--- src/tip_pkg.sv ---
// Shared types, codes and constants of the tagged interval profiler.
`timescale 1ns / 1ps
`default_nettype none
package tip_pkg;

  localparam int TS_W       = 63;
  localparam int CNT_W      = 32;
  localparam int TAG_W      = 16;
  localparam int RIDX_W     = 4;
  localparam int OIDX_W     = 4;
  localparam int CMD_W      = 2;
  localparam int STS_W      = 3;

  localparam int IN_TAG_LSB  = 0;
  localparam int IN_TS_LSB   = IN_TAG_LSB + TAG_W;
  localparam int IN_RIDX_LSB = IN_TS_LSB + TS_W;
  localparam int IN_DATA_W   = 88;
  localparam int OUT_DATA_W  = 328;
  localparam int OUT_PAD_W   = OUT_DATA_W - (OIDX_W + 4 + 2 * CNT_W + 4 * TS_W);

  typedef enum logic [CMD_W-1:0] {
    CMD_BEGIN = 2'd0,
    CMD_END   = 2'd1,
    CMD_READ  = 2'd2,
    CMD_CLEAR = 2'd3
  } cmd_t;

  typedef enum logic [STS_W-1:0] {
    STS_OK      = 3'd0,
    STS_BEGIN2  = 3'd1,
    STS_END2    = 3'd2,
    STS_IGNORED = 3'd3,
    STS_UNKNOWN = 3'd4,
    STS_FULL    = 3'd5
  } status_t;

  typedef enum logic [1:0] {
    MARK_NONE   = 2'd0,
    MARK_BEGIN2 = 2'd1,
    MARK_END2   = 2'd2
  } mark_t;

  typedef enum logic {
    ALU_ADD = 1'b0,
    ALU_SUB = 1'b1
  } alu_op_t;

  typedef enum logic [3:0] {
    S_IDLE,
    S_SCAN,
    S_FETCH,
    S_CHECK,
    S_DUR,
    S_TOT,
    S_MAX,
    S_MIN,
    S_WRITE,
    S_TRIM1,
    S_TRIM2,
    S_OUT
  } state_t;

  typedef logic [TS_W-1:0]  ts_t;
  typedef logic [CNT_W-1:0] cnt_t;

  typedef struct packed {
    ts_t   start_ts;
    cnt_t  count;
    ts_t   total;
    ts_t   min_dur;
    ts_t   max_dur;
    logic  in_use;
    mark_t mark;
  } stat_rec_t;

  localparam stat_rec_t REC_RESET = '{
    start_ts: '0,
    count:    '0,
    total:    '0,
    min_dur:  '1,
    max_dur:  '0,
    in_use:   1'b0,
    mark:     MARK_NONE
  };

  typedef struct packed {
    ts_t  value;
    logic flag;
  } alu_res_t;

  typedef struct packed {
    logic done;
    logic hit;
  } scan_res_t;

endpackage
`default_nettype wire

--- src/tip_alu.sv ---
// Shared 63-bit add/subtract unit with saturation and compare flag.
`timescale 1ns / 1ps
`default_nettype none
module tip_alu import tip_pkg::*; (
  input  alu_op_t  op,
  input  ts_t      a,
  input  ts_t      b,
  output alu_res_t res
);

  logic          sub;
  logic [TS_W:0] sum;

  always_comb begin
    sub = (op == ALU_SUB);
    sum = {1'b0, a} + {1'b0, (sub ? ~b : b)} + {{TS_W{1'b0}}, sub};
    case (op)
      ALU_SUB: begin
        // flag: a < b, result clamps at zero
        res.flag  = ~sum[TS_W];
        res.value = res.flag ? '0 : sum[TS_W-1:0];
      end
      default: begin
        // flag: overflow, result clamps at all ones
        res.flag  = sum[TS_W];
        res.value = res.flag ? '1 : sum[TS_W-1:0];
      end
    endcase
  end

endmodule
`default_nettype wire

--- config.mk ---
export PLATFORM = sky130hd
export DESIGN_NAME = tip_alu
export DESIGN_NICKNAME = d
export VERILOG_FILES = /design/src/tip_pkg.sv /design/src/tip_alu.sv
export SDC_FILE = /design/constraint.sdc
export NUM_CORES = 1
export LEC_CHECK = 0
export ABC_AREA = 1
export BUFFER_PORTS_ARGS = -buffer_cell sky130_fd_sc_hd__buf_2
export CAP_MARGIN = 30
export CORE_UTILIZATION = 35
export DETAILED_ROUTE_END_ITERATION = 8
export SKIP_LAST_GASP = 1
export SYNTH_ARGS = -nofsm -noshare
export SYNTH_HDL_FRONTEND = slang
export SYNTH_SLANG_ARGS = --single-unit
--- constraint.sdc ---
create_clock -name vclk -period 3.8
set_input_delay 0.57 -clock vclk [all_inputs]
set_output_delay 0.57 -clock vclk [all_outputs]
set_load 0.05 [all_outputs]
Yosys cells after proc, flatten, opt, wreduce, memory -nomap -nowiden
Index checks and enable logic that the tools add are counted.

Flip-flop bits (word level): 0. Input port bits: 127. Logic and storage cells: 8.

$add $sub $neg: 2. Multiplexer cells: 4. Bitwise logic cells: 2.

Operator list (number): 63-bit two-way mux (3); 63-bit by 63-bit adder with 64-bit output (1); 64-bit by 1-bit adder with 64-bit output (1); 64-bit two-way mux (1); 63-bit NOT (1); 1-bit NOT (1).

Longest topological paths before layout
Depth after elaboration: 6. Mapped depth: 20. Mapped depth without buffers: 19.

Worst setup path before layout
Ideal clock, no wire load.

Kind: input to output. Start point: input op. End point: output res[4] (netlist name). Arrival time: 3.758 ns. Required time: 3.230 ns. Slack: -0.528 ns. Cell stages on the path: 19. Buffers on the path: 3. Cells stage by stage: buf_2 > buf_1 > xor2_1 > ha_1 > nand2_1 > clkinv_1 > nand3_2 > nand2_4 > nand2_2 > nand2_4 > nand2_4 > nand2_4 > nand2_2 > nand2_4 > nand2_4 > nand3_4 > inv_2 > buf_6 > o21ai_0.

RTL lines: start, declared (RTL line tip_alu.sv:5) `input alu_op_t op,`; end, declared (RTL line tip_alu.sv:8) `output alu_res_t res`.

==> metrics.txt <==
WHS 1670 ps; final hold vios 0; Final Max Tran Viols 0; post-synth cell types 33; initial antenna violation count 0; CP Depth 17; Die W 143 um; I/O pin count 191; layout clock buffer count 0; initial DRC count 543; CP Data Arrival Time 3140 ps; CP top delay family buffers and inverters; Total Routed Length 28600 um; Placer Congestion 0.941; Cell Pwr Density 336 mW/mm^2; top cells by count, synth nand2_1 (577), inv_1 (294), nor2_1 (108), a21oi_1 (76), ha_1 (67); Reg area 0 um^2; largest net degree at the start of global routing 24; Ant. Diodes 0; sequential area share after synthesis 0; vias per inst 4.62; Synth warnings 0; DR top layer met4; Port-buffer cells 191; nets@finish 1888; post-placement cell count 1941; maximum VDD drop 0.000248 V; Final Util 0.507; total grt overflow 0; layout filler cell count 2171; Final Cycle Share 0.977; Critical Path Max Stage Delay 410 ps; Synth Instances 1415; Period minus WS final 3710 ps; post-synth top area share 0.310; Setup crit start kind input port; sequential cell count 0; worst hold path depth 5; Setup crit end kind output pin; max-cap violations 0; largest cells by area after synthesis nand2_1 (31%), inv_1 (16%), ha_1 (12%); top-count cell post-synth nand2_1; DIE AREA 0.0205 mm^2; Setup WS post-layout 86.0 ps; worst-path maximum fanout 11; residual DRC count 0; crit-path cells buf_6 > buf_12 > xor2_1 > ha_2 > nand2_2 > nor2_2 > inv_2 > nor2_4 > nand2_1 > nor2_2 > nand2_4 > nand3_4 > inv_8 > buf_12 > buf_4 > o21ai_1 > clkbuf_4; number of global-route vias before repair 8112; syn_area_per_cell 4.94 um^2; hold_sp a[0]; slowest CP cell ha_2; synthesized area 0.00699 mm^2; final std cells w/o fill 1956; first-pass GRT wire length 42000 um; biggest area consumer among synthesized cells nand2_1; WL per Instance 14.6 um; GRT Overall Usage 0.263; ratio of cells with drive above 1 in the final layout 0.247; die height 143 um; core area 0.0195 mm^2; wire length on met1 14600 um; Leak 0.00595 uW; Detail Route met3 WL 1300 um; RSZ-0062 raised after global routing yes; 1st-pass router iterations 5; final antenna-violating net count 0; Layout area overhead 41.7%; vias after detailed routing 9030; post-DP HPWL 24400 um; critical path type input port to output pin; Buf/Inv on CP 7; FP Rows 51; WP data required 3230 ps; status complete, no violations; FMAX 269 MHz; worst slew pin tran 374 ps; pre-CTS WS -104 ps; slew margin rel. 0.749; WL met2 12600 um; Min-Delay Endpoint res[1]; initial core utilization 0.358; # setup viols final 0; Hold WC Path Type input port to output pin; syn nets 1610
-- tightest hold or removal path: cells and delay by family --
family,cells,cell delay (ps)
compound gates,1,150
buf+inv,2,290
simple gates,2,100
-- layout by cell type (no fill, tap or decap), drive strengths merged, types with 9 or more instances in the layout --
| master | instances |
|---|---|
| ha | 67 |
| xnor2 | 31 |
| nand4 | 13 |
| clkbuf | 32 |
| inv | 302 |
| nor2 | 119 |
| nor3 | 9 |
| xor2 | 62 |
| nand3b | 16 |
| a21oi | 97 |
| nand2 | 592 |
| buf | 262 |
| nand3 | 63 |
| o21ai | 13 |
-- layout make-up --
class                      instances  area [um^2]  area share
inverter                         303         1140       0.116
multi-input combinational       1093         6310       0.637
tap                              265          332      0.0335
timing repair buffer             295         2120       0.214
-- how the worst max path moves through the flow --
stage                     from       to  slack [ps]
after floorplan             op   res[4]        -160
after global placement      op  res[63]        -170
after detailed placement    op  res[63]        -100
after CTS                   op  res[63]         -40
after global routing        op   res[8]         -50
final                       op   res[8]          90
-- cells by family (layout without fill, tap and decap cells) --
kind of cell | Yosys count | in the layout | share of synthesized area
simple gates | 817 | 817 | 0.485
xor+xnor | 93 | 93 | 0.117
fa+ha+maj | 68 | 68 | 0.123
buf+inv | 322 | 598 | 0.178
compound gates | 115 | 115 | 0.0971
-- through the flow --
step | TNS (ps) | area, um^2 | power [uW]
after floorplan | -1160 | 7380 | 2210
after global placement | -184 | 9360 | 3100
after detailed placement | -166 | 9360 | 3090
after CTS | -45.9 | 9460 | 3150
after global routing | -978 | 9900 | 3570
final | 0 | 9900 | 3320
-- per-layer routing --
metal | vias up | GRT usage
met5 | - | 0
met4 | 0 | 0.00728
met3 | 4 | 0.00134
met2 | 250 | 0.442
met1 | 3987 | 0.394
li1 | 4789 | -
-- where the power goes --
| part | switching [uW] | internal, uW |
|---|---|---|
| sequential | 0 | 0 |
| clock | 0 | 0 |
| combinational | 2150 | 1170 |
| total | 2150 | 1170 |
-- repair_timing --
item / CTS / global route
gates resized for setup: 13 / 102
pin swaps: 1 / 6
cloned: 1 / 4
buffers inserted: 3 / 7
setup endpoints to repair: 19 / 64
hold buffers: 0 / 0
Power figures use the tool's default switching activity.
