### src/tip_pkg.sv
// Shared types, codes and constants of the tagged interval profiler.
`timescale 1ns / 1ps
`default_nettype none
package tip_pkg;

  localparam int TS_W       = 63;
  localparam int CNT_W      = 32;
  localparam int TAG_W      = 16;
  localparam int RIDX_W     = 4;
  localparam int OIDX_W     = 4;
  localparam int CMD_W      = 2;
  localparam int STS_W      = 3;

  localparam int IN_TAG_LSB  = 0;
  localparam int IN_TS_LSB   = IN_TAG_LSB + TAG_W;
  localparam int IN_RIDX_LSB = IN_TS_LSB + TS_W;
  localparam int IN_DATA_W   = 88;
  localparam int OUT_DATA_W  = 328;
  localparam int OUT_PAD_W   = OUT_DATA_W - (OIDX_W + 4 + 2 * CNT_W + 4 * TS_W);

  typedef enum logic [CMD_W-1:0] {
    CMD_BEGIN = 2'd0,
    CMD_END   = 2'd1,
    CMD_READ  = 2'd2,
    CMD_CLEAR = 2'd3
  } cmd_t;

  typedef enum logic [STS_W-1:0] {
    STS_OK      = 3'd0,
    STS_BEGIN2  = 3'd1,
    STS_END2    = 3'd2,
    STS_IGNORED = 3'd3,
    STS_UNKNOWN = 3'd4,
    STS_FULL    = 3'd5
  } status_t;

  typedef enum logic [1:0] {
    MARK_NONE   = 2'd0,
    MARK_BEGIN2 = 2'd1,
    MARK_END2   = 2'd2
  } mark_t;

  typedef enum logic {
    ALU_ADD = 1'b0,
    ALU_SUB = 1'b1
  } alu_op_t;

  typedef enum logic [3:0] {
    S_IDLE,
    S_SCAN,
    S_FETCH,
    S_CHECK,
    S_DUR,
    S_TOT,
    S_MAX,
    S_MIN,
    S_WRITE,
    S_TRIM1,
    S_TRIM2,
    S_OUT
  } state_t;

  typedef logic [TS_W-1:0]  ts_t;
  typedef logic [CNT_W-1:0] cnt_t;

  typedef struct packed {
    ts_t   start_ts;
    cnt_t  count;
    ts_t   total;
    ts_t   min_dur;
    ts_t   max_dur;
    logic  in_use;
    mark_t mark;
  } stat_rec_t;

  localparam stat_rec_t REC_RESET = '{
    start_ts: '0,
    count:    '0,
    total:    '0,
    min_dur:  '1,
    max_dur:  '0,
    in_use:   1'b0,
    mark:     MARK_NONE
  };

  typedef struct packed {
    ts_t  value;
    logic flag;
  } alu_res_t;

  typedef struct packed {
    logic done;
    logic hit;
  } scan_res_t;

endpackage
`default_nettype wire

### src/tip_stat_ram.sv
// Per-entry statistics memory with valid bits for reset and clear.
`timescale 1ns / 1ps
`default_nettype none
module tip_stat_ram import tip_pkg::*; #(
  parameter  int ENTRIES = 16,
  localparam int IW      = $clog2(ENTRIES)
) (
  input  logic          clk,
  input  logic          rst_n,
  input  logic          clr,
  input  logic          we,
  input  logic [IW-1:0] waddr,
  input  stat_rec_t     wdata,
  input  logic          re,
  input  logic [IW-1:0] raddr,
  output stat_rec_t     rdata
);

  stat_rec_t          mem [ENTRIES];
  stat_rec_t          q_r;
  logic               qv_r;
  logic [ENTRIES-1:0] vld_r;

  always_ff @(posedge clk) begin
    if (!rst_n) begin
      vld_r <= '0;
    end else if (clr) begin
      vld_r <= '0;
    end else if (we) begin
      vld_r[waddr] <= 1'b1;
    end
  end

  always_ff @(posedge clk) begin
    if (!rst_n) begin
      qv_r <= 1'b0;
    end else if (re) begin
      qv_r <= vld_r[raddr];
    end
  end

  always_ff @(posedge clk) begin
    if (we) begin
      mem[waddr] <= wdata;
    end
    if (re) begin
      q_r <= mem[raddr];
    end
  end

  // unwritten or cleared entries read as fresh statistics
  assign rdata = qv_r ? q_r : REC_RESET;

endmodule
`default_nettype wire

### config.mk
export PLATFORM = sky130hd
export DESIGN_NAME = tip_stat_ram
export DESIGN_NICKNAME = d
export VERILOG_FILES = /design/src/tip_pkg.sv /design/src/tip_stat_ram.sv
export SDC_FILE = /design/constraint.sdc
export NUM_CORES = 2
export LEC_CHECK = 0
export BUFFER_PORTS_ARGS = -buffer_cell sky130_fd_sc_hd__buf_4
export CAP_MARGIN = 25
export CORE_MARGIN = 2
export CORE_UTILIZATION = 40
export DETAILED_ROUTE_END_ITERATION = 12
export PLACE_DENSITY = 0.58
export RECOVER_POWER = 50
export SYNTH_ARGS = -nofsm -noshare
export SYNTH_HDL_FRONTEND = slang
export SYNTH_MEMORY_MAX_BITS = 65536
export SYNTH_SLANG_ARGS = --single-unit
export TNS_END_PERCENT = 10
### constraint.sdc
create_clock -name clk -period 26.8 [get_ports clk]
set_clock_uncertainty 0.15 [all_clocks]
set_input_delay 5.36 -clock clk [delete_from_list [all_inputs] [get_ports clk]]
set_output_delay 5.36 -clock clk [all_outputs]
set_load 0.01 [all_outputs]
== Word level (Yosys, flattened, before mapping) ==
Memories as Yosys holds them, arrays and structs flattened. A register that Yosys moved wholly into a read port is not among the register bits.
Index checks and enable logic that the tools add are counted.
W data, S select, Z words.
Operators by class
  bitwise operators: 2
  reduce and logical (&&, ||, !) cells: 2
  magnitude comparators: 3
  muxes and demuxes: 7
Operators with widths (count)
  $mux W287: 1
  $or A16 B16 Y16: 1
  $lt A4 B5 Y1 const B: 2
  $bmux W1 S4: 1
  $demux W1 S4: 1
  $ge A4 B1 Y1 const B: 1
  $mux W1: 4
  $reduce_or A2 Y1: 1
  $logic_and A1 B1 Y1: 1
  $not A1 Y1: 1
Word-level totals
  memories kept: 1
  bits in writable memories: 4592
  input port bits: 300
  register bits: 17
  word-level logic and storage cells: 17
Memories
  mem: depth 16, width 287, read ports 1, clocked after memory_dff 1, write ports 1, line tip_stat_ram.sv:19  | stat_rec_t mem [ENTRIES];

== Logic depth before layout (Yosys ltp) ==
  word-level depth: 5
  gate-level depth with buffers: 8

== Worst setup path after synthesis ==
No wires, ideal clock.
  kind: input to register
  start: input waddr[2]
  end: memory mem[0][0] (netlist bit) (enable)
  slack: 0.135 ns
  path buffers: 0
  setup time: 1.294 ns
  arrival time: 25.222 ns
  stages: 2
  required time: 25.356 ns
  cells stage by stage: or3b_2 nor3_1
RTL lines
  start: declaration: line tip_stat_ram.sv:12  | input logic [IW-1:0] waddr,
  end: declaration: line tip_stat_ram.sv:19
No word-level cell before the write port.

== Worst setup path in the final report ==
  start: input re
  end: register, netlist name q_r[235]
RTL lines
  start: declaration: line tip_stat_ram.sv:14  | input logic re,
No word-level cell between the ends.

==> flow_summary.yaml <==
final_layout:
  finalInstanceArea_sq_um: 212000
  share_of_layout_cells_above_drive_strength_1: 0.293
  synthToLayoutAreaGrowth_pct: 15.2
  final.fill_count: 37463
  nets: 8539
  multiInputGateArea_sq_um: 35100
  layout.area.seq_sq_um: 147000
floorplanning:
  floorplan.initialDensity: 0.402
  placeableCoreArea_sq_um: 457000
  die_ar_sq_um: 465000
  fp.dieH_microns: 682
  chipWidth_microns: 682
  placement_rows: 248
  num_io_pins: 587
clocking:
  clock-root-buffer: "sky130_fd_sc_hd__clkbuf_16"
  cts.path.max_buffers: 4
  cts_max_level: 6
  clk-insertion-delay-late_ns: 1.03
  cts.sinks: 4896
  tritoncts_clock_tree: "built"
  cts_inserted_buffers: 524
  clk_pin_slew_worst_paths_ns: 0.06
  holdBufCountCts: 0
  post-cts-setup-buffers: 0
  post_cts_resize_count: 0
worst_setup_path:
  crit_path_max_incr_delay_ns: 3.45
  arrival_ns: 14.13
  ff2ff_setup_slack_ns: 24.82
  crit_path_start_kind: "input pin"
  critPathMaxFanout: 49
  critical_path.most_common_cell: "sky130_fd_sc_hd__buf_4"
  cp.required_ns: 27.28
  cp-end-kind: "register"
  critical_path_class: "input pin to register"
  worstPathCellList: "clkbuf_1 -> clkbuf_1 -> buf_4 -> buf_4 -> buf_4"
  cp_slowest_cell: "sky130_fd_sc_hd__clkbuf_1"
routing:
  drt_first_iter_violations: 9043
  vias: 82187
  first_pass_iters: 5
  ant_nets: 0
  wl_microns: 452000
  post_drt_wl_per_cell_microns: 30.5
  via_per_inst: 5.55
  drc_errors: 0
worst_hold_path:
  hold_removal_path_class: "register to register"
global_routing:
  grt_use_total: 0.192
  grt_antenna_before_repair: 142
  grt_pass1_vias: 85783
  global_route_wire_length_before_repair_microns: 639000
  grt_max_degree: 143
  grt.overflow.total: 0
sta:
  layout_setup_ws_ns: 13.15
  finalHoldViolCount: 0
  period_needed_ns: 13.65
  max_slew_margin: -2.38
  number_of_setup_violations_in_the_final_report: 0
  tns_ns: 0
  timing.hold.ws_ns: 0.313
  timing.final.max_slew_violations: 490
  period_utilisation_layout: 0.509
  maxClockFrequency_ghz: 0.0733
  grt_setup_unrepaired: "false"
  max_slew.worst_pin.slew_ns: 5.07
run_status:
  result_of_the_run: "finished, violations left"
  violations: "max-capacitance violations, max-slew violations"
flow_run:
  max_cap_viol_count: 19
place:
  placement.cell_area_sq_um: 196000
  dp_hpwl_microns: 231000
  placement.setup.worst_slack_ns: 15.56
  routabilityCongestion: 0.730
  port_buffers: 586
power:
  vdd.ir_drop.worst_mv: 0.0621
  leakage_uw: 0.0659
  power_per_cell_area_nw_per_um2: 77.9
synth:
  post_synth_inst_count: 7330
  synth.distinct_cells: 25
  synth-seq-area-share: 0.800
  yosys_register_bits: 4896
  synth_area_per_cell_sq_um: 25.1
  yosys_warnings: 0
  synth_fp_nets: 7630
  post_synth_instance_area_sq_um: 184000
stage by stage:
step / std cells / util / total power, uW
2_1_floorplan: 7330 / - / 9300
3_5_place_dp: 13834 / 0.429 / 9610
5_1_grt: 14777 / 0.463 / 17000
6_report: 14805 / 0.463 / 16500
3_3_place_gp: 13834 / 0.429 / 9590
4_1_cts: 14760 / 0.465 / 16700
power by group:
group / leakage [uW] / total (uW) / switching (uW) / internal, uW
clock network: 0.00816 / 7060 / 3010 / 4050
registers: 0.0444 / 8690 / 56.7 / 8630
logic: 0.0133 / 729 / 418 / 311
layer usage:
layer | vias up | global-route usage | wire (microns)
met1 | 44964 | 0.259 | 180000
met5 | - | 0 | 456
met2 | 2895 | 0.323 | 228000
met4 | 76 | 0.0519 | 11700
met3 | 741 | 0.0349 | 31400
li1 | 33511 | - | -
area by class of cell:
type / count / area share
multi-input cells: 2049 / 0.166
well taps: 6125 / 0.0362
diodes: 41 / 0.000485
repair buffers: 767 / 0.0239
clock inverters: 292 / 0.0148
clock buffers: 634 / 0.0645
inverters: 1 / 0.0000177
flip-flops and latches: 4896 / 0.694
cell families after synthesis:
family,count (synthesis),share of synthesized area
DFF,4896,0.800
muxes,1441,0.170
and+or+nand+nor,407,0.0136
buffers and inverters,385,0.00948
AOI/OAI and AO/OA,201,0.00699
synth_stat cells:
| master | number | area (sq um) |
|---|---|---|
| sky130_fd_sc_hd__o211ai_1 | 1 | 7.51 |
| sky130_fd_sc_hd__nand2b_1 | 65 | 407 |
| sky130_fd_sc_hd__a21oi_1 | 91 | 455 |
| sky130_fd_sc_hd__buf_4 | 22 | 165 |
| sky130_fd_sc_hd__inv_1 | 1 | 3.75 |
| sky130_fd_sc_hd__nand3b_1 | 2 | 15.0 |
| sky130_fd_sc_hd__clkbuf_1 | 206 | 773 |
| sky130_fd_sc_hd__o21a_1 | 16 | 120 |
| sky130_fd_sc_hd__buf_6 | 6 | 67.6 |
| sky130_fd_sc_hd__nor2b_1 | 92 | 576 |
| sky130_fd_sc_hd__a32oi_1 | 1 | 8.76 |
| sky130_fd_sc_hd__buf_2 | 135 | 676 |
| sky130_fd_sc_hd__and2_1 | 224 | 1400 |
| sky130_fd_sc_hd__mux4_2 | 1347 | 30300 |
| sky130_fd_sc_hd__dfxtp_1 | 17 | 340 |
| sky130_fd_sc_hd__nor2_1 | 13 | 48.8 |
| sky130_fd_sc_hd__a221oi_1 | 1 | 8.76 |
| sky130_fd_sc_hd__buf_1 | 15 | 56.3 |
| sky130_fd_sc_hd__or3b_2 | 1 | 8.76 |
| sky130_fd_sc_hd__nand2_1 | 3 | 11.3 |
| sky130_fd_sc_hd__nand3_1 | 3 | 15.0 |
| sky130_fd_sc_hd__a211oi_1 | 91 | 683 |
| sky130_fd_sc_hd__edfxtp_1 | 4879 | 147000 |
| sky130_fd_sc_hd__nor3_1 | 4 | 20.0 |
| sky130_fd_sc_hd__mux2i_1 | 94 | 941 |
worst max-delay path: cells and delay by family:
family | cells | cell delay [ns]
buffers and inverters | 5 | 8.60
sequential cells by signal (all words and copies together) (netlist names):
signal,count
qv_r,1
q_r,287
mem,4592
vld_r,16
cells in the final DEF, fill, tap and decap left out, types with 14 or more instances in the layout:
cell type                      n
sky130_fd_sc_hd__mux2i_1      94
sky130_fd_sc_hd__a211oi_1     91
sky130_fd_sc_hd__nand2b_1     65
sky130_fd_sc_hd__edfxtp_1   4879
sky130_fd_sc_hd__clkbuf_16   530
sky130_fd_sc_hd__inv_16       15
sky130_fd_sc_hd__clkinv_1    107
sky130_fd_sc_hd__buf_12       26
sky130_fd_sc_hd__buf_4       432
sky130_fd_sc_hd__diode_2      41
sky130_fd_sc_hd__clkbuf_1    406
sky130_fd_sc_hd__o21a_1       16
sky130_fd_sc_hd__clkinv_2     70
sky130_fd_sc_hd__clkinv_8     14
sky130_fd_sc_hd__dfxtp_1      16
sky130_fd_sc_hd__nor2b_1      92
sky130_fd_sc_hd__bufinv_16    39
sky130_fd_sc_hd__mux4_2     1347
sky130_fd_sc_hd__a21oi_1      91
sky130_fd_sc_hd__and2_1      224
sky130_fd_sc_hd__inv_6        17
final timing paths:
check,from,end,depth (start not counted)
max,re,q_r[235],5
max reg2reg,mem[5][43],q_r[43],4
min reg2reg,vld_r[3],vld_r[3],1
min,vld_r[3],vld_r[3],1
Power figures use the tool's default switching activity.
