<file path="src/tip_pkg.sv">
// Shared types, codes and constants of the tagged interval profiler.
`timescale 1ns / 1ps
`default_nettype none
package tip_pkg;

  localparam int TS_W       = 63;
  localparam int CNT_W      = 32;
  localparam int TAG_W      = 16;
  localparam int RIDX_W     = 4;
  localparam int OIDX_W     = 4;
  localparam int CMD_W      = 2;
  localparam int STS_W      = 3;

  localparam int IN_TAG_LSB  = 0;
  localparam int IN_TS_LSB   = IN_TAG_LSB + TAG_W;
  localparam int IN_RIDX_LSB = IN_TS_LSB + TS_W;
  localparam int IN_DATA_W   = 88;
  localparam int OUT_DATA_W  = 328;
  localparam int OUT_PAD_W   = OUT_DATA_W - (OIDX_W + 4 + 2 * CNT_W + 4 * TS_W);

  typedef enum logic [CMD_W-1:0] {
    CMD_BEGIN = 2'd0,
    CMD_END   = 2'd1,
    CMD_READ  = 2'd2,
    CMD_CLEAR = 2'd3
  } cmd_t;

  typedef enum logic [STS_W-1:0] {
    STS_OK      = 3'd0,
    STS_BEGIN2  = 3'd1,
    STS_END2    = 3'd2,
    STS_IGNORED = 3'd3,
    STS_UNKNOWN = 3'd4,
    STS_FULL    = 3'd5
  } status_t;

  typedef enum logic [1:0] {
    MARK_NONE   = 2'd0,
    MARK_BEGIN2 = 2'd1,
    MARK_END2   = 2'd2
  } mark_t;

  typedef enum logic {
    ALU_ADD = 1'b0,
    ALU_SUB = 1'b1
  } alu_op_t;

  typedef enum logic [3:0] {
    S_IDLE,
    S_SCAN,
    S_FETCH,
    S_CHECK,
    S_DUR,
    S_TOT,
    S_MAX,
    S_MIN,
    S_WRITE,
    S_TRIM1,
    S_TRIM2,
    S_OUT
  } state_t;

  typedef logic [TS_W-1:0]  ts_t;
  typedef logic [CNT_W-1:0] cnt_t;

  typedef struct packed {
    ts_t   start_ts;
    cnt_t  count;
    ts_t   total;
    ts_t   min_dur;
    ts_t   max_dur;
    logic  in_use;
    mark_t mark;
  } stat_rec_t;

  localparam stat_rec_t REC_RESET = '{
    start_ts: '0,
    count:    '0,
    total:    '0,
    min_dur:  '1,
    max_dur:  '0,
    in_use:   1'b0,
    mark:     MARK_NONE
  };

  typedef struct packed {
    ts_t  value;
    logic flag;
  } alu_res_t;

  typedef struct packed {
    logic done;
    logic hit;
  } scan_res_t;

endpackage
`default_nettype wire

</file>
<file path="src/tip_tag_scan.sv">
// Tag memory with a sequential lookup over the allocated entries.
`timescale 1ns / 1ps
`default_nettype none
module tip_tag_scan import tip_pkg::*; #(
  parameter  int ENTRIES = 16,
  parameter  int TW      = 16,
  localparam int IW      = $clog2(ENTRIES),
  localparam int UW      = $clog2(ENTRIES + 1)
) (
  input  logic          clk,
  input  logic          rst_n,
  input  logic          start,
  input  logic [TW-1:0] tag,
  input  logic [UW-1:0] used,
  input  logic          wr_en,
  input  logic [IW-1:0] wr_idx,
  input  logic [TW-1:0] wr_tag,
  output scan_res_t     res,
  output logic [IW-1:0] hit_idx
);

  logic [TW-1:0] mem [ENTRIES];
  logic [TW-1:0] rdata_r;
  logic          busy_r, busy_nxt;
  logic          pend_r, pend_nxt;
  logic [UW-1:0] ptr_r, ptr_nxt;
  logic [IW-1:0] cidx_r, cidx_nxt;
  logic          match, last, empty, rd_en;

  always_comb begin
    match    = pend_r && (rdata_r == tag);
    last     = pend_r && ((UW'(cidx_r) + UW'(1)) == used);
    empty    = !pend_r && (ptr_r == used);
    res.done = busy_r && (match || last || empty);
    res.hit  = match;
    rd_en    = busy_r && !res.done;

    busy_nxt = busy_r;
    pend_nxt = pend_r;
    ptr_nxt  = ptr_r;
    cidx_nxt = cidx_r;
    if (start) begin
      busy_nxt = 1'b1;
      pend_nxt = 1'b0;
      ptr_nxt  = '0;
    end else if (res.done) begin
      busy_nxt = 1'b0;
      pend_nxt = 1'b0;
    end else if (rd_en) begin
      // compare one entry while the next is read
      pend_nxt = 1'b1;
      cidx_nxt = ptr_r[IW-1:0];
      ptr_nxt  = ptr_r + UW'(1);
    end
  end

  always_ff @(posedge clk) begin
    if (!rst_n) begin
      busy_r <= 1'b0;
      pend_r <= 1'b0;
    end else begin
      busy_r <= busy_nxt;
      pend_r <= pend_nxt;
    end
  end

  always_ff @(posedge clk) begin
    ptr_r  <= ptr_nxt;
    cidx_r <= cidx_nxt;
  end

  always_ff @(posedge clk) begin
    if (wr_en) begin
      mem[wr_idx] <= wr_tag;
    end
    if (rd_en) begin
      rdata_r <= mem[ptr_r[IW-1:0]];
    end
  end

  assign hit_idx = cidx_r;

endmodule
`default_nettype wire

</file>
<file path="config.mk">
export PLATFORM = sky130hd
export DESIGN_NAME = tip_tag_scan
export DESIGN_NICKNAME = d
export VERILOG_FILES = /design/src/tip_pkg.sv /design/src/tip_tag_scan.sv
export SDC_FILE = /design/constraint.sdc
export NUM_CORES = 1
export LEC_CHECK = 0
export BUFFER_PORTS_ARGS = -buffer_cell sky130_fd_sc_hd__buf_2
export CAP_MARGIN = 20
export CORE_MARGIN = 5
export CORE_UTILIZATION = 45
export CTS_CLUSTER_DIAMETER = 50
export DETAILED_ROUTE_END_ITERATION = 12
export SYNTH_ARGS = -nofsm -noshare
export SYNTH_HDL_FRONTEND = slang
export SYNTH_SLANG_ARGS = --single-unit
</file>
<file path="constraint.sdc">
create_clock -name clk -period 5.61 [get_ports clk]
set_input_delay 0 -clock clk [delete_from_list [all_inputs] [get_ports clk]]
set_output_delay 0 -clock clk [all_outputs]
set_load 0.02 [all_outputs]
</file>
# [After elaboration in Yosys (flattened, before gate mapping)]
# Memory sizes are Yosys's and may differ from the RTL's. A register that Yosys moved wholly into a read port is not among the register bits.
# Index checks and enable logic that the tools add are counted.
[totals] mem_bits_ro=0 word_cells=30 memories=1 latchBits=0 mem_bits_rw=256 out_inout_bits=6 regBits=11 input_bits=45
[memory_table] memory="mem" depth=16 width=16 read_ports=1 rd_clocked_by_memory_dff=1 wr=1 line_no="tip_tag_scan.sv:22" source="logic [TW-1:0] mem [ENTRIES];"
[op_classes] addsub=2 muxes=4 shifts=0 n_lt_le_gt_ge=0 bitwise_logic=3 div=0 n_reduce_logical=13 eq_ne=3 multipliers=0
[op_table] op="== test 16 bit" count=1
[op_table] op="== test 5 bit" count=2
[op_table] op="adder 4 x 1 -> 5 bit (second input constant)" count=1
[op_table] op="adder 5 x 1 -> 5 bit (second input constant)" count=1
[op_table] op="logical AND 1 bit" count=5
[op_table] op="two-way mux 1 bit" count=4
[op_table] op="NOT 1 bit" count=3
[op_table] op="AND reduction 3 bit" count=1
[op_table] op="OR reduction 3 bit" count=1
[op_table] op="zero test 1 bit" count=2
[op_table] op="logical OR 1 bit" count=2
[op_table] op="AND reduction 2 bit" count=1
[op_table] op="nonzero test 2 bit" count=1

# [Depth between registers and ports, before layout]
[depth] word_depth=9 mapped_depth=7 ltp_nobuf=6

# [Least setup slack after synthesis]
# OpenSTA, ideal clock, no wires.
[synth_timing] kind="register -> register" from="register cidx_r[0] (netlist: hit_idx[0])" to="register cidx_r[0] (netlist: hit_idx[0]) (enable)" n_path_buf=0 required_ps=5310 setup_ps=300 t_arrival_ps=2183 slack_ps=3127 stages_incl_launch_ff=7 period_less_slack_ps=2483 path_cell_list="edfxtp_1 ha_1 xnor2_1 nand4_1 o32ai_4 nor3b_4 and2_2"
[synth_between] elab_chain_len=9 word_cells_on_any_way=10 classes_between="1 x add/sub; 1 x eq/ne; 1 x bitwise; 7 x reduce/logical"
[synth_lines] element="start: declaration" line_no="tip_tag_scan.sv:27" source="logic [IW-1:0] cidx_r, cidx_nxt;"
[synth_lines] element="start signal: assignment" line_no="tip_tag_scan.sv:69" source="cidx_r <= cidx_nxt;"
[synth_lines] element="adder 4 x 1 -> 5 bit" line_no="tip_tag_scan.sv:32" source="last = pend_r && ((UW'(cidx_r) + UW'(1)) == used);"
[synth_lines] element="== test 5 bit" line_no="tip_tag_scan.sv:32"
[synth_lines] element="logical AND 1 bit" line_no="tip_tag_scan.sv:32"
[synth_lines] element="logical OR 1 bit (2 in a row)" line_no="tip_tag_scan.sv:34" source="res.done = busy_r && (match || last || empty);"
[synth_lines] element="logical AND 1 bit" line_no="tip_tag_scan.sv:34"
[synth_lines] element="zero test 1 bit" line_no="tip_tag_scan.sv:36" source="rd_en = busy_r && !res.done;"
[synth_lines] element="logical AND 1 bit" line_no="tip_tag_scan.sv:36"
[synth_lines] element="named net rd_en" line_no="tip_tag_scan.sv:28" source="logic match, last, empty, rd_en;"
[synth_lines] element="AND reduction 3 bit (no source line)"
# The timed path passes the listed nets, and every way through them passes these cells.
# A chain may end at the register's enable or synchronous reset.

# [Worst setup path in the final report]
[layout_timing] from="register rdata_r[2], read port of mem" to="register busy_r"
[layout_between] elab_chain_len=6
[layout_lines] element="start: declaration" line_no="tip_tag_scan.sv:23" source="logic [TW-1:0] rdata_r;"
[layout_lines] element="== test 16 bit" line_no="tip_tag_scan.sv:31" source="match = pend_r && (rdata_r == tag);"
[layout_lines] element="logical AND 1 bit" line_no="tip_tag_scan.sv:31"
[layout_lines] element="logical OR 1 bit (2 in a row)" line_no="tip_tag_scan.sv:34"
[layout_lines] element="logical AND 1 bit" line_no="tip_tag_scan.sv:34"
[layout_lines] element="nonzero test 2 bit (no source line)"
[layout_lines] element="end signal: assignment" line_no="tip_tag_scan.sv:62" source="busy_r <= busy_nxt;"
[layout_lines] element="end: declaration" line_no="tip_tag_scan.sv:24" source="logic busy_r, busy_nxt;"
# No other way between the ends.

==> impl_metrics.json <==
{
  "outcome": "finished clean",
  "cp.required_ns": 6.02,
  "viasPerCell": 5.60,
  "finalCriticalPeriod_ns": 3.07,
  "tightest_slew_ns": 0.818,
  "avgSynthCellArea_um2": 23.1,
  "cp-start-kind": "register",
  "start_util_pct": 45.5,
  "wl_um": 23500,
  "min_period_over_period_pct": 54.8,
  "htree_levels": 1,
  "reg2reg_slack_ns": 2.54,
  "reg2regPathDepth": 8,
  "r2r-start": "rdata_r[2]",
  "dr.first_iter.drc_count": 425,
  "crit_type": "register to register",
  "seqPwrFrac_pct": 52.1,
  "fp-row-count": 57,
  "clock_path_buffers": 3,
  "clock.fmax_mhz": 326,
  "hold_viol_final": 0,
  "finalMaxSlewViolations": 0,
  "synth.distinct_cells": 41,
  "power_density_mw_per_mm2": 355,
  "vias": 5199,
  "track_usage_pct": 16.9,
  "io_pins": 51,
  "grt_overflow_total": 0,
  "fin_nets": 629,
  "holdWs_ns": 0.0824,
  "wire_per_inst_um": 25.3,
  "place_congestion": 0.758,
  "hp-class": "input pin to register",
  "yosysSeqAreaShare_pct": 76.4,
  "critPathMaxStageDelay_ns": 0.56,
  "fin_util_pct": 53.7,
  "setup_viol": 0,
  "vdd_drop_max_mv": 0.179,
  "grt_start_max_net_pins": 53,
  "synth.ff_latch_count": 283,
  "area_growth_pct": 17.9,
  "post_dp_cell_area_mm2": 0.0118,
  "drive_gt1_share_pct": 37.4,
  "port_buffers": 50,
  "ant_nets": 0,
  "cts_setup_buffers": 0,
  "min_path_cells": 3,
  "cts_sinks": 283,
  "antenna_found_initial": 0,
  "critPathSlowestCell": "dlygate4sd3_1",
  "dieArea_mm2": 0.0278,
  "intPower_w": 0.00366,
  "p_leak_nw": 4.10,
  "cts_buffers": 29,
  "synth_area_mm2": 0.0110,
  "antenna_cells": 0,
  "combinationalPowerShare_pct": 6.1,
  "cts_tree": "done",
  "final_common_cell": "edfxtp_1",
  "final_cell_area_mm2": 0.0130,
  "drc": 0,
  "final_cell_mix": "276 x edfxtp_1, 80 x mux4_2, 50 x buf_2",
  "clkLatencyLatePin_ns": 0.53,
  "reg2reg_to": "busy_r",
  "skew_ns": 0.0130,
  "p_sw_w": 0.000952,
  "die_x_um": 167,
  "critPathLaunch": "rdata_r[2]",
  "critical_path.endpoint_type": "register",
  "yosysWarnings": 0,
  "grt_pass1_vias": 5460,
  "p_clk_share_pct": 41.8,
  "critPathArrivalTime_ns": 3.48,
  "setup-tns-final_ns": 0,
  "path_clk_slew_ns": 0.07,
  "max_cap_violations": 0,
  "syn_nets": 524,
  "crit_end": "busy_r",
  "max_slew_margin_pct": 45.4,
  "core_area_mm2": 0.0242,
  "power_switching_share_pct": 20.6,
  "hold_buffers": 22,
  "die_h_um": 167,
  "cts_root_buffer": "clkbuf_16",
  "rsz0062_at_grt": "false",
  "path_cells": "xnor2_1 -> nand4_1 -> nor4_1 -> and3_1 -> nor3b_4 -> buf_4 -> o21a_1 -> dlygate4sd3_1",
  "hpwl_um": 13400,
  "cts_resized": 0,
  "drtPass1Iterations": 4,
  "syn_inst": 477,
  "grt_pass1_wl_um": 35100,
  "worstPathMaxFanout": 21
}
## per-stage QoR
| stage | total power (W) | std cells | worst slack [ns] |
|---|---|---|---|
| 6_report | 0.00462 | 928 | 2.54 |
| 5_1_grt | 0.00478 | 928 | 2.54 |
| 4_1_cts | 0.00466 | 927 | 2.45 |
| 3_5_place_dp | 0.00272 | 852 | 2.65 |
| 3_3_place_gp | 0.00271 | 851 | 2.67 |
| 2_1_floorplan | 0.00262 | 477 | 3.13 |
## metal layers
metal,vias to the layer above,routed length (um),GRT usage (%)
met5,-,0,0
met4,0,335,3.66
met3,27,1300,2.56
met2,159,12400,29.7
met1,2772,9490,22.7
li1,2241,-,-
## how the worst min path moves through the flow
stage / startpoint / endpoint
after global placement: rst_n / busy_r
after CTS: wr_idx[2] / mem[12][3]
after detailed placement: rst_n / busy_r
after floorplan: start / ptr_r[4]
final: wr_idx[2] / mem[12][3]
after global routing: wr_idx[2] / mem[12][3]
## power by group through the flow
stage	Sequential, W	Clock, W	Combinational [W]
6_report	0.00240	0.00193	0.000282
5_1_grt	0.00241	0.00206	0.000306
4_1_cts	0.00242	0.00197	0.000267
3_5_place_dp	0.00247	0	0.000254
3_3_place_gp	0.00247	0	0.000248
2_1_floorplan	0.00243	0	0.000188
## critical path: cells and delay by family (launching register included)
| kind | cells | cell delay [ns] |
|---|---|---|
| buffers and inverters | 2 | 0.82 |
| xor gates and xnor gates | 1 | 0.28 |
| DFF | 1 | 0.45 |
| and+or+nand+nor | 4 | 1.19 |
| AOI/OAI and AO/OA | 1 | 0.22 |
## kinds of logic after synthesis
group | count (synthesis) | share of synthesized area (%)
muxes | 83 | 16.7
and+or+nand+nor | 52 | 2.77
adders and majority gates | 2 | 0.227
buffers and inverters | 22 | 1.12
AOI/OAI and AO/OA | 10 | 0.884
DFF | 283 | 76.4
xor gates and xnor gates | 25 | 1.98
## Yosys cell counts
cell      instances  area, um^2
mux2i_1           1        10.0
o41ai_1           1        8.76
o211a_1           2        20.0
nor3_1            4        20.0
buf_1             2        7.51
and3_1            1        6.26
nand4_1           8        50.1
or2_2             1        6.26
nand3b_1          2        15.0
mux2_4            1        15.0
nand2b_1          2        12.5
o21a_1            2        15.0
dfxtp_1           7         140
clkbuf_1          8        30.0
and2_2            1        7.51
mux2_1            1        11.3
nor4_1            1        6.26
o21ai_0           1        5.00
nand2_1           4        15.0
nor2b_1           4        25.0
mux4_2           80        1800
buf_6             4        45.0
nand3_1           3        15.0
o31ai_1           1        7.51
xor2_1            2        17.5
o32ai_4           1        27.5
nor2b_4           1        13.8
nor3b_1           1        7.51
or3b_2            1        8.76
buf_2             6        30.0
nor3b_4           1        18.8
or4_1             2        15.0
o311ai_0          1        8.76
inv_1             1        3.75
nor2_1           14        52.6
buf_4             1        7.51
edfxtp_1        276        8290
nor3_2            1        10.0
xnor2_1          23         201
a21oi_1           1        5.00
ha_1              2        25.0
## registers in the layout, indices dropped and copies added, names as in the netlist
register,flops
mem,256
busy_r,1
pend_r,1
rdata_r,16
hit_idx,4
ptr_r,5
## area by class of cell
class                           instances  area, um^2
Clock buffer                           33         741
Multi-Input combinational cell        172        2530
Sequential cell                       283        8430
Timing Repair Buffer                   95         667
Inverter                                1        3.75
Fill cell                            1885       11200
Clock inverter                         20         228
Tap cell                              324         405
Power figures use the tool's default switching activity.
